==> src/sfr_pkg.sv <==
// sfr_pkg: shared types, codes and the field layout table for the sensor frame receiver
// no dependencies

package sfr_pkg;

  // width of a field number and the number of the last field in one frame
  localparam int FIELD_IDX_W = 6;
  localparam logic [FIELD_IDX_W-1:0] LAST_FIELD = 6'd34;

  // byte offset of a field inside the frame
  localparam int OFFSET_W = 7;

  // configuration register indexes
  localparam int REG_IDX_W = 1;
  localparam logic [REG_IDX_W-1:0] REG_HEADER_FIRST  = 1'b0;
  localparam logic [REG_IDX_W-1:0] REG_HEADER_SECOND = 1'b1;

  // register reset values
  localparam logic [7:0] HEADER_FIRST_RESET  = 8'h55;
  localparam logic [7:0] HEADER_SECOND_RESET = 8'h01;

  // field kinds
  typedef logic [2:0] kind_t;
  localparam kind_t KIND_U8  = 3'd0;
  localparam kind_t KIND_S24 = 3'd1;
  localparam kind_t KIND_W32 = 3'd2;
  localparam kind_t KIND_S16 = 3'd3;
  localparam kind_t KIND_U16 = 3'd4;

  typedef struct packed {
    logic [OFFSET_W-1:0] offset;
    kind_t               kind;
  } field_desc_t;

  // frame layout, one entry per field in frame order
  function automatic field_desc_t field_desc(input logic [FIELD_IDX_W-1:0] idx);
    field_desc_t d;
    d = '{offset: 7'd0, kind: KIND_U8};
    case (idx)
      6'd0:  d = '{offset: 7'd2,   kind: KIND_U8};
      6'd1:  d = '{offset: 7'd3,   kind: KIND_U8};
      6'd2:  d = '{offset: 7'd4,   kind: KIND_S24};
      6'd3:  d = '{offset: 7'd7,   kind: KIND_S24};
      6'd4:  d = '{offset: 7'd10,  kind: KIND_S24};
      6'd5:  d = '{offset: 7'd13,  kind: KIND_S24};
      6'd6:  d = '{offset: 7'd16,  kind: KIND_S24};
      6'd7:  d = '{offset: 7'd19,  kind: KIND_S24};
      6'd8:  d = '{offset: 7'd22,  kind: KIND_S24};
      6'd9:  d = '{offset: 7'd25,  kind: KIND_S24};
      6'd10: d = '{offset: 7'd28,  kind: KIND_S24};
      6'd11: d = '{offset: 7'd31,  kind: KIND_S24};
      6'd12: d = '{offset: 7'd34,  kind: KIND_S24};
      6'd13: d = '{offset: 7'd37,  kind: KIND_S24};
      6'd14: d = '{offset: 7'd40,  kind: KIND_S24};
      6'd15: d = '{offset: 7'd43,  kind: KIND_S24};
      6'd16: d = '{offset: 7'd46,  kind: KIND_W32};
      6'd17: d = '{offset: 7'd50,  kind: KIND_W32};
      6'd18: d = '{offset: 7'd54,  kind: KIND_W32};
      6'd19: d = '{offset: 7'd58,  kind: KIND_W32};
      6'd20: d = '{offset: 7'd62,  kind: KIND_W32};
      6'd21: d = '{offset: 7'd66,  kind: KIND_W32};
      6'd22: d = '{offset: 7'd82,  kind: KIND_S16};
      6'd23: d = '{offset: 7'd84,  kind: KIND_S16};
      6'd24: d = '{offset: 7'd86,  kind: KIND_S16};
      6'd25: d = '{offset: 7'd88,  kind: KIND_W32};
      6'd26: d = '{offset: 7'd92,  kind: KIND_W32};
      6'd27: d = '{offset: 7'd96,  kind: KIND_W32};
      6'd28: d = '{offset: 7'd100, kind: KIND_W32};
      6'd29: d = '{offset: 7'd108, kind: KIND_W32};
      6'd30: d = '{offset: 7'd112, kind: KIND_W32};
      6'd31: d = '{offset: 7'd117, kind: KIND_U8};
      6'd32: d = '{offset: 7'd118, kind: KIND_U8};
      6'd33: d = '{offset: 7'd119, kind: KIND_U8};
      6'd34: d = '{offset: 7'd120, kind: KIND_U16};
      default: d = '{offset: 7'd0, kind: KIND_U8};
    endcase
    return d;
  endfunction

  // index of the last byte of a field of the given kind
  function automatic logic [1:0] kind_last_byte(input kind_t kind);
    logic [1:0] n;
    n = 2'd0;
    case (kind) inside
      KIND_S24:            n = 2'd2;
      KIND_W32:            n = 2'd3;
      KIND_S16, KIND_U16:  n = 2'd1;
      default:             n = 2'd0;
    endcase
    return n;
  endfunction

endpackage

==> src/sensor_frame_receiver_core.sv <==
// sensor_frame_receiver_core: frame hunt, checksum and field decoder for a serial sensor link
// depends on sfr_pkg (field layout, kinds, register indexes)

// The core takes one received byte per input transaction and hunts for the
// two header bytes (header_first then header_second, written through the cfg
// port). After the header it stores the rest of a FRAME_BYTES frame in an
// on-chip byte memory while keeping an 8-bit wrapping sum of every byte but
// the last, which is the checksum. While hunting or collecting, a byte is
// taken every cycle. On a checksum mismatch one result goes out with status 1,
// field_index 0, field_value 0 and field_last 1. On a match the 35 fields are
// read back from the memory one byte at a time through its single registered
// read port and assembled little-endian, signed kinds sign-extended to 32
// bits: each byte passes through a fetch state (address) and a load state
// (data), then each field goes out as its own output transaction. Input is
// stalled for the whole burst. Values are raw: positions and distances in
// milli-units, velocities in tenth-milli-units and angles in centi-units;
// float fields are passed as their bit patterns. There is no clearing pass:
// every byte that is decoded is written earlier in the same frame.

module sensor_frame_receiver_core #(
  parameter int FRAME_BYTES = 128  // 123 to 256
) (
  input  logic                               clk,
  input  logic                               rst,
  // configuration write port
  input  logic                               cfg_we,
  input  logic [sfr_pkg::REG_IDX_W-1:0]      cfg_index,
  input  logic [7:0]                         cfg_data,
  // received byte transactions
  input  logic                               in_valid,
  output logic                               in_stall,
  input  logic [7:0]                         rx_byte,
  // decoded field transactions
  output logic                               out_valid,
  input  logic                               out_stall,
  output logic                               status,
  output logic [sfr_pkg::FIELD_IDX_W-1:0]    field_index,
  output logic [31:0]                        field_value,
  output logic                               field_last
);

  localparam int AW = $clog2(FRAME_BYTES);
  localparam logic [AW:0]   LAST_BODY = (AW+1)'(FRAME_BYTES - 1);
  localparam logic [AW-1:0] CHECK_POS = AW'(FRAME_BYTES - 1);
  localparam logic [AW-1:0] FIRST_BODY_POS = AW'(2);

  // sequencer states
  localparam logic [2:0] S_HUNT   = 3'd0;  // waiting for header_first
  localparam logic [2:0] S_SECOND = 3'd1;  // waiting for header_second
  localparam logic [2:0] S_BODY   = 3'd2;  // collecting frame bytes
  localparam logic [2:0] S_CHECK  = 3'd3;  // next byte is the checksum
  localparam logic [2:0] S_FETCH  = 3'd4;  // issue a memory read
  localparam logic [2:0] S_LOAD   = 3'd5;  // merge read byte into the field
  localparam logic [2:0] S_SEND   = 3'd6;  // result on the output

  logic [2:0]    state;
  logic [7:0]    header_first;
  logic [7:0]    header_second;
  logic [AW-1:0] byte_count;
  logic [7:0]    running_sum;
  logic [sfr_pkg::FIELD_IDX_W-1:0] emit_index;
  logic [1:0]    byte_sel;
  logic [31:0]   acc;

  // frame memory, one write and one registered read per cycle
  logic [7:0]    frame_store [FRAME_BYTES];
  logic          mem_we;
  logic [AW-1:0] mem_waddr;
  logic [AW-1:0] mem_raddr;
  logic [7:0]    mem_rdata;

  logic          in_fire;
  logic          out_fire;
  logic [AW:0]   count_inc;
  logic [31:0]   acc_next;
  logic [31:0]   value_ext;
  logic [1:0]    last_byte;
  sfr_pkg::field_desc_t desc;

  // input side is open only while hunting or collecting
  assign in_stall  = !(state == S_HUNT || state == S_SECOND ||
                       state == S_BODY || state == S_CHECK);
  assign in_fire   = in_valid && !in_stall;
  assign out_valid = (state == S_SEND);
  assign out_fire  = out_valid && !out_stall;

  assign count_inc = {1'b0, byte_count} + (AW+1)'(1);

  // layout of the field being decoded
  assign desc      = sfr_pkg::field_desc(emit_index);
  assign last_byte = sfr_pkg::kind_last_byte(desc.kind);
  assign mem_raddr = AW'(desc.offset) + AW'(byte_sel);

  // store the header, body and checksum bytes at their frame positions
  always_comb begin
    mem_we    = 1'b0;
    mem_waddr = byte_count;
    unique case (state)
      S_HUNT: begin
        mem_we    = in_fire && (rx_byte == header_first);
        mem_waddr = '0;
      end
      S_SECOND: begin
        mem_we    = in_fire && (rx_byte == header_second);
        mem_waddr = AW'(1);
      end
      S_BODY: begin
        mem_we    = in_fire;
        mem_waddr = byte_count;
      end
      S_CHECK: begin
        mem_we    = in_fire;
        mem_waddr = CHECK_POS;
      end
      default: begin
        mem_we    = 1'b0;
        mem_waddr = byte_count;
      end
    endcase
  end

  always_ff @(posedge clk) begin
    if (mem_we) begin
      frame_store[mem_waddr] <= rx_byte;
    end
    mem_rdata <= frame_store[mem_raddr];
  end

  // little-endian byte merge and extension by kind
  always_comb begin
    acc_next = acc;
    case (byte_sel)
      2'd0:    acc_next[7:0]   = mem_rdata;
      2'd1:    acc_next[15:8]  = mem_rdata;
      2'd2:    acc_next[23:16] = mem_rdata;
      default: acc_next[31:24] = mem_rdata;
    endcase
  end

  always_comb begin
    case (desc.kind)
      sfr_pkg::KIND_S24: value_ext = {{8{acc_next[23]}}, acc_next[23:0]};
      sfr_pkg::KIND_S16: value_ext = {{16{acc_next[15]}}, acc_next[15:0]};
      sfr_pkg::KIND_U16: value_ext = {16'd0, acc_next[15:0]};
      sfr_pkg::KIND_W32: value_ext = acc_next;
      default:           value_ext = {24'd0, acc_next[7:0]};
    endcase
  end

  // configuration registers
  always_ff @(posedge clk) begin
    if (rst) begin
      header_first  <= sfr_pkg::HEADER_FIRST_RESET;
      header_second <= sfr_pkg::HEADER_SECOND_RESET;
    end else if (cfg_we) begin
      unique case (cfg_index)
        sfr_pkg::REG_HEADER_FIRST:  header_first  <= cfg_data;
        sfr_pkg::REG_HEADER_SECOND: header_second <= cfg_data;
        default: ;
      endcase
    end
  end

  // sequencer
  always_ff @(posedge clk) begin
    if (rst) begin
      state       <= S_HUNT;
      byte_count  <= '0;
      running_sum <= '0;
      emit_index  <= '0;
      byte_sel    <= '0;
    end else begin
      unique case (state)
        S_HUNT: begin
          if (in_fire && rx_byte == header_first) begin
            running_sum <= rx_byte;
            state       <= S_SECOND;
          end
        end
        S_SECOND: begin
          if (in_fire) begin
            // a wrong second byte restarts the hunt, it is not retried
            if (rx_byte == header_second) begin
              running_sum <= running_sum + rx_byte;
              byte_count  <= FIRST_BODY_POS;
              state       <= S_BODY;
            end else begin
              state <= S_HUNT;
            end
          end
        end
        S_BODY: begin
          if (in_fire) begin
            running_sum <= running_sum + rx_byte;
            byte_count  <= count_inc[AW-1:0];
            if (count_inc >= LAST_BODY) begin
              state <= S_CHECK;
            end
          end
        end
        S_CHECK: begin
          if (in_fire) begin
            byte_count <= '0;
            emit_index <= '0;
            byte_sel   <= '0;
            if (rx_byte != running_sum) begin
              state <= S_SEND;
            end else begin
              state <= S_FETCH;
            end
          end
        end
        S_FETCH: begin
          state <= S_LOAD;
        end
        S_LOAD: begin
          if (byte_sel == last_byte) begin
            state <= S_SEND;
          end else begin
            byte_sel <= byte_sel + 2'd1;
            state    <= S_FETCH;
          end
        end
        S_SEND: begin
          if (out_fire) begin
            if (field_last) begin
              emit_index <= '0;
              state      <= S_HUNT;
            end else begin
              emit_index <= emit_index + 1'b1;
              byte_sel   <= '0;
              state      <= S_FETCH;
            end
          end
        end
        default: begin
          state <= S_HUNT;
        end
      endcase
    end
  end

  // field accumulator and output register
  always_ff @(posedge clk) begin
    if (state == S_LOAD) begin
      acc <= acc_next;
    end
    if (state == S_CHECK && in_fire && rx_byte != running_sum) begin
      // checksum mismatch, single error transaction
      status      <= 1'b1;
      field_index <= '0;
      field_value <= '0;
      field_last  <= 1'b1;
    end else if (state == S_LOAD && byte_sel == last_byte) begin
      status      <= 1'b0;
      field_index <= emit_index;
      field_value <= value_ext;
      field_last  <= (emit_index == sfr_pkg::LAST_FIELD);
    end
  end

endmodule
==> config.mk <==
export PLATFORM = sky130hd
export DESIGN_NAME = sensor_frame_receiver_core
export DESIGN_NICKNAME = d
export VERILOG_FILES = /design/src/sfr_pkg.sv /design/src/sensor_frame_receiver_core.sv
export SDC_FILE = /design/constraint.sdc
export NUM_CORES = 1
export LEC_CHECK = 0
export BUFFER_PORTS_ARGS = -buffer_cell sky130_fd_sc_hd__buf_4
export CORE_ASPECT_RATIO = 1.2
export CORE_UTILIZATION = 60
export DETAILED_ROUTE_END_ITERATION = 7
export PLACE_DENSITY_LB_ADDON = 0.25
export SETUP_SLACK_MARGIN = 0.4
export SKIP_CTS_REPAIR_TIMING = 1
export SLEW_MARGIN = 10
export SYNTH_ARGS = -nofsm -noshare
export SYNTH_HDL_FRONTEND = slang
export SYNTH_SLANG_ARGS = --single-unit
==> constraint.sdc <==
create_clock -name clk -period 5.5 [get_ports clk]
set_clock_uncertainty 0.15 [all_clocks]
set_input_delay 1.1 -clock clk [delete_from_list [all_inputs] [get_ports clk]]
set_output_delay 1.1 -clock clk [all_outputs]
set_load 0.02 [all_outputs]
==> reports/metrics.cfg, run 1 <==
[run_status]
status = complete, no violations

[power]
combinationalPowerShare = 0.021
p_leak_uw = 0.0158
power_density_mw_per_mm2 = 342
clock_power_share = 0.431
p_switching_uw = 3530
swShare = 0.201
p_total_uw = 17600
p_int_uw = 14100
peakVddDrop_v = 0.000315
power_frac_seq = 0.548

[logic_synthesis]
synth_top_area_cell = edfxtp_1
synth_cell_types = 76
yosysWarnings = 0
synth_edf_count = 1056
netlist.area_leader.share = 0.687
synth.most_common_cell = edfxtp_1
synth-seq-cells = 1156
synthCells = 2367
synth_ff_type = edfxtp_1
synth_nets = 2415
syn-cell-area_mm2 = 0.0461
yosysSeqAreaShare = 0.731
syn_avg_cell_area_um2 = 19.5
ys_top_cells_by_area = edfxtp_1 (69%), mux4_2 (16%), dfxtp_1 (4.3%)
synthTopCellsByCount = edfxtp_1 (1,056), mux4_2 (320), nor2_1 (208)
synthArstFlopShare = 0

[timing]
setup-tns-final_ns = 0
hold_violations = 0
tightest_slew_ns = 1.20
period_share = 0.840
slew_violations = 0
slew_headroom = 0.189
fin_crit_ns = 4.62
grt_setup_unrepaired = no
max_freq_mhz = 216
setup_violations = 0

[route]
dr.pass1.iters = 5
antenna_left = 0
wire_per_inst_um = 29.9
drtIter0Drc = 2609
route.detailed.drc = 0
routed_wl_um = 107000
routed-via-count = 23400
viasPerCell = 6.54

[clock_tree]
cts-buffers-inserted = 108
clk_pin_slew_ns = 0.06
cts_buffer_depth = 3
cts_tree = built
clock-root-buffer = clkbuf_16
clock_latency_ns = 0.70
ctsHtreeMaxLevel = 3
cts.sinks = 1156

[floorplanning]
boundaryPins = 64
fp.dieArea_mm2 = 0.0780
rows = 111
die_h_um = 306
core_area_mm2 = 0.0762
die_width_um = 255
start_util = 0.605

[layout]
finalNonFillerCells = 3578
syn_to_final_growth_pct = 11.4
fin_nets = 2517
drive_gt1_frac = 0.260
num-fill-cells = 4726

[worst_setup_path]
worst_setup_path_start_kind = flop
cp-end-kind = flop
rr_endpoint = mem_rdata[2]
r2r_cells = 8
rrSetupSlack_ns = 0.88
crit_path_max_fanout = 66
worstSetupPathType = reg2reg
required_ns = 5.86
critPathArrivalTime_ns = 4.98
worstReg2RegStart = byte_sel[0]

[grt]
grt_max_degree = 105
globalRouteOverflowTotal = 0
antenna_found_initial = 3
grt_pass1_wl_um = 159000
grt_pass1_vias = 24200
grt_usage = 0.285

[worst_hold_path]
hold_class = reg2reg
hold_start = status
worstHoldEndpoint = status
whs_path_depth = 2

[run]
max-cap-violations = 0

[place]
hpwl_um = 67200
io_buffers = 63
place_inst = 3376
routabilityCongestion = 0.905

==> power by group through the flow <==
stage	Sequential, uW	Clock [uW]	Combinational (uW)
floorplan	9840	0	108
finish	9640	7580	367
global route	9630	7990	393
global placement	9820	0	353
detailed placement	9820	0	367
CTS	9640	7660	368
==> flip-flops by register name, indices dropped and copies added (netlist names) <==
signal / cells
header_second: 8
state: 3
desc: 10
byte_sel: 2
field_value: 32
mem_rdata: 8
field_last: 1
frame_store: 1024
status: 1
running_sum: 8
emit_index: 6
field_index: 6
byte_count: 7
acc: 32
header_first: 8
==> logic make-up (layout without fill, tap and decap cells) <==
group           after synthesis  in the layout  synth area share
flops                      1156           1156             0.731
buf+inv                     151            344            0.0157
mux                         364            364             0.167
fa+ha+maj                    26             26           0.00738
compound gates              191            191            0.0273
other cells                   0              1                 0
xor+xnor                     34             34           0.00694
simple gates                445            445            0.0450
==> area by class of cell <==
type | count | area (um2) | share of cell area
Sequential cell | 1156 | 33700 | 0.656
Tap cell | 1017 | 1270 | 0.0247
Antenna cell | 1 | 2.50 | 0.0000487
Clock inverter | 66 | 699 | 0.0136
Timing Repair Buffer | 117 | 966 | 0.0188
Clock buffer | 135 | 2900 | 0.0563
Multi-Input combinational cell | 1060 | 11800 | 0.229
Inverter | 26 | 110 | 0.00214
==> metal layers <==
layer  GRT usage  vias up  share of wire
li1            -     9834              -
met4       0.113        6          0.037
met3      0.0472      224          0.077
met5           0        -        0.00038
met1       0.383    12200           0.37
met2       0.468     1116           0.51
==> worst max path at each step <==
| stage | startpoint | endpoint | slack, ns | cells past startpoint |
|---|---|---|---|---|
| floorplan | rx_byte[7] | frame_store[103][0] | 2.11 | 9 |
| global placement | rx_byte[0] | frame_store[99][5] | 0.97 | 8 |
| detailed placement | rx_byte[0] | frame_store[99][5] | 0.87 | 8 |
| CTS | byte_sel[0] | mem_rdata[2] | 0.97 | 8 |
| global route | byte_sel[0] | mem_rdata[1] | 0.84 | 8 |
| finish | byte_sel[0] | mem_rdata[2] | 0.88 | 8 |
==> per-stage QoR <==
stage	util	hold WS [ns]	setup WS [ns]	instance area (um2)
final	0.674	0.304	0.881	51400
after global placement	0.627	0.287	0.966	47800
after floorplan	-	0.299	2.11	46100
after detailed placement	0.627	0.296	0.866	47800
after CTS	0.674	0.304	0.973	51400
after global routing	0.674	0.329	0.836	51400
==> worst max-delay path: stages, from the launching register on <==
cell and delay [ns]:
dfxtp_1 0.55, ha_4 0.20, inv_1 0.05, fa_4 1.31, buf_12 0.43, mux4_2 0.42, mux4_2 0.55, o22ai_1 0.52
nor4_1 0.18
==> layout by cell type, fill, tap and decap left out, types with 23 or more instances in the layout <==
master,instances
nor3_1,24
nand3_1,26
mux4_2,320
xnor2_1,24
a21oi_1,50
edfxtp_1,1056
inv_1,23
nand2_1,76
nor2_1,207
o22ai_1,34
clkbuf_16,110
dfxtp_1,100
o21ai_0,33
buf_4,110
mux2_2,31
nor2b_1,25
ha_1,23
(Power assumes the default switching activity.)
==> run 2, diff against run 1 <==
Settings changed: CORE_UTILIZATION 60 to 57.
Clock period 5.5 ns to 3.7 ns, I/O delays scaled along.
==> reports/metrics.cfg, run 2 (synthesis results as in run 1) <==
[worst_setup_path]
crit_path_max_fanout = 14  ; was 66
r2r_cells = 10  ; was 8
critPathArrivalTime_ns = 3.84  ; was 4.98 ns
worstSetupPathType = reg2reg  ; unchanged
worst_setup_path_start_kind = flop  ; unchanged
cp-end-kind = flop  ; unchanged
required_ns = 4.12  ; was 5.86 ns

[timing]
grt_setup_unrepaired = yes  ; was no
hold_violations = 0  ; unchanged
period_share = 0.924  ; was 0.840
slew_violations = 0  ; unchanged
max_freq_mhz = 292  ; was 216 MHz
setup_violations = 0  ; unchanged
tightest_slew_ns = 1.12  ; was 1.20 ns
slew_headroom = 0.252  ; was 0.189
fin_crit_ns = 3.42  ; was 4.62 ns

[clock_tree]
cts_tree = built  ; unchanged
clock_latency_ns = 0.70  ; about the same
cts.sinks = 1156  ; unchanged
cts-buffers-inserted = 108  ; unchanged
ctsHtreeMaxLevel = 3  ; unchanged
clock-root-buffer = clkbuf_16  ; unchanged
clk_pin_slew_ns = 0.07  ; was 0.06 ns
cts_buffer_depth = 3  ; unchanged

[floorplanning]
start_util = 0.580  ; was 0.605
core_area_mm2 = 0.0796  ; was 0.0762 mm2
boundaryPins = 64  ; unchanged
fp.dieArea_mm2 = 0.0821  ; was 0.0780 mm2
die_width_um = 262  ; was 255 um
rows = 113  ; was 111
die_h_um = 314  ; was 306 um

[run]
max-cap-violations = 0  ; unchanged

[place]
routabilityCongestion = 0.879  ; was 0.905
io_buffers = 63  ; unchanged
hpwl_um = 71800  ; was 67,200 um
place_inst = 3563  ; was 3,376

[layout]
finalNonFillerCells = 3790  ; was 3,578
mostFrequentLayoutCells = edfxtp_1 (1,056), mux4_2 (320), buf_4 (273)  ; was edfxtp_1 (1,056), mux4_2 (320), nor2_1 (207)
largest_register = frame_store  ; unchanged
fin_nets = 2710  ; was 2,517
drive_gt1_frac = 0.321  ; was 0.260
diodes = 0  ; was 1
num-fill-cells = 5007  ; was 4,726
final_common_cell = edfxtp_1  ; unchanged
top_regs = frame_store: 1024 flops, acc: 32 flops, field_value: 32 flops  ; unchanged
syn_to_final_growth_pct = 15.5  ; was 11.4%
largest_register_ffs = 1024  ; unchanged

[route]
antenna_left = 0  ; unchanged
routed_wl_um = 113000  ; was 107,000 um
wire_per_inst_um = 29.8  ; was 29.9 um
route.detailed.drc = 0  ; unchanged
routed-via-count = 24300  ; was 23,400
dr.pass1.iters = 6  ; was 5
viasPerCell = 6.41  ; was 6.54
drtIter0Drc = 3080  ; was 2,609

[grt]
grt_max_degree = 96  ; was 105
grt_pass1_wl_um = 164000  ; was 159,000 um
antenna_found_initial = 4  ; was 3
grt_pass1_vias = 24600  ; was 24,200
grt_usage = 0.278  ; was 0.285
globalRouteOverflowTotal = 0  ; unchanged

[power]
p_total_uw = 25600  ; was 17,600 uW
peakVddDrop_v = 0.000406  ; was 0.000315 V
p_leak_uw = 0.0169  ; was 0.0158 uW
power_density_mw_per_mm2 = 481  ; was 342 mW/mm2

[run_status]
status = complete, no violations  ; unchanged

[worst_hold_path]
whs_path_depth = 2  ; unchanged
hold_class = in2reg  ; was reg2reg

==> run 2: changes by cell type in the layout (fill, tap and decap cells not counted), moves of 6 or more <==
cell and change:
o22ai_4 +6, clkbuf_16 +6, o22ai_2 +18, clkinv_2 +9
buf_6 +6, bufinv_16 -7, buf_4 +163, o22ai_1 -24
buf_12 +11, buf_16 +6
==> run 2: stage by stage <==
stage	hold WS [ns]	setup slack [ns]	instance area (um2)	setup TNS [ns]	utilization
floorplan	0.299	0.614	46100	0	-
global placement	0.286	0.00765	49300	0	0.619
detailed placement	0.300	-0.0303	49300	-0.0543	0.619
CTS	0.0948	-0.0227	52700	-0.0431	0.662
global route	0.117	0.240	53300	0	0.670
finish	0.126	0.281	53300	0	0.670
==> run 2: area by class of cell <==
| type | instances | area, um2 | share of cell area |
|---|---|---|---|
| clock inverters | 72 | 598 | 0.0112 |
| well taps | 1035 | 1290 | 0.0243 |
| repair buffers | 310 | 2820 | 0.0529 |
| flip-flops and latches | 1156 | 33700 | 0.632 |
| clock buffers | 131 | 2830 | 0.0531 |
| inverters | 26 | 110 | 0.00207 |
| multi-input cells | 1060 | 11900 | 0.224 |
==> run 2: layer usage <==
layer / up-vias / share of wire / wire length (um) / global-route usage
met5: - / 0 / 0 / 0
met4: 0 / 0.035 / 3910 / 0.103
met3: 210 / 0.069 / 7840 / 0.0393
met2: 1136 / 0.53 / 59500 / 0.473
met1: 12700 / 0.37 / 41800 / 0.365
li1: 10200 / - / - / -
==> run 2: where the power goes <==
group	switching [uW]	internal, uW	leakage (uW)
Combinational	402	155	0.00496
Sequential	38.8	14300	0.0102
Clock	4850	5910	0.00168
Total	5290	20300	0.0169
==> run 2: critical path, cell delays in order (launching register included) <==
cell     delay (ns)
dfxtp_2        0.36
ha_4           0.15
inv_2          0.04
fa_4           0.88
buf_12         0.21
buf_12         0.17
mux4_2         0.36
mux4_2         0.55
o22ai_2        0.17
buf_4          0.17
nor4_1         0.05
==> run 2: final timing paths <==
path | from | to | slack [ns]
worst min-delay path | cfg_data[6] | header_first[6] | 0.13
worst max register to register | byte_sel[0] | mem_rdata[1] | 0.28
worst min register to register | field_index[5] | field_index[5] | 0.31
worst max-delay path | byte_sel[0] | mem_rdata[1] | 0.28
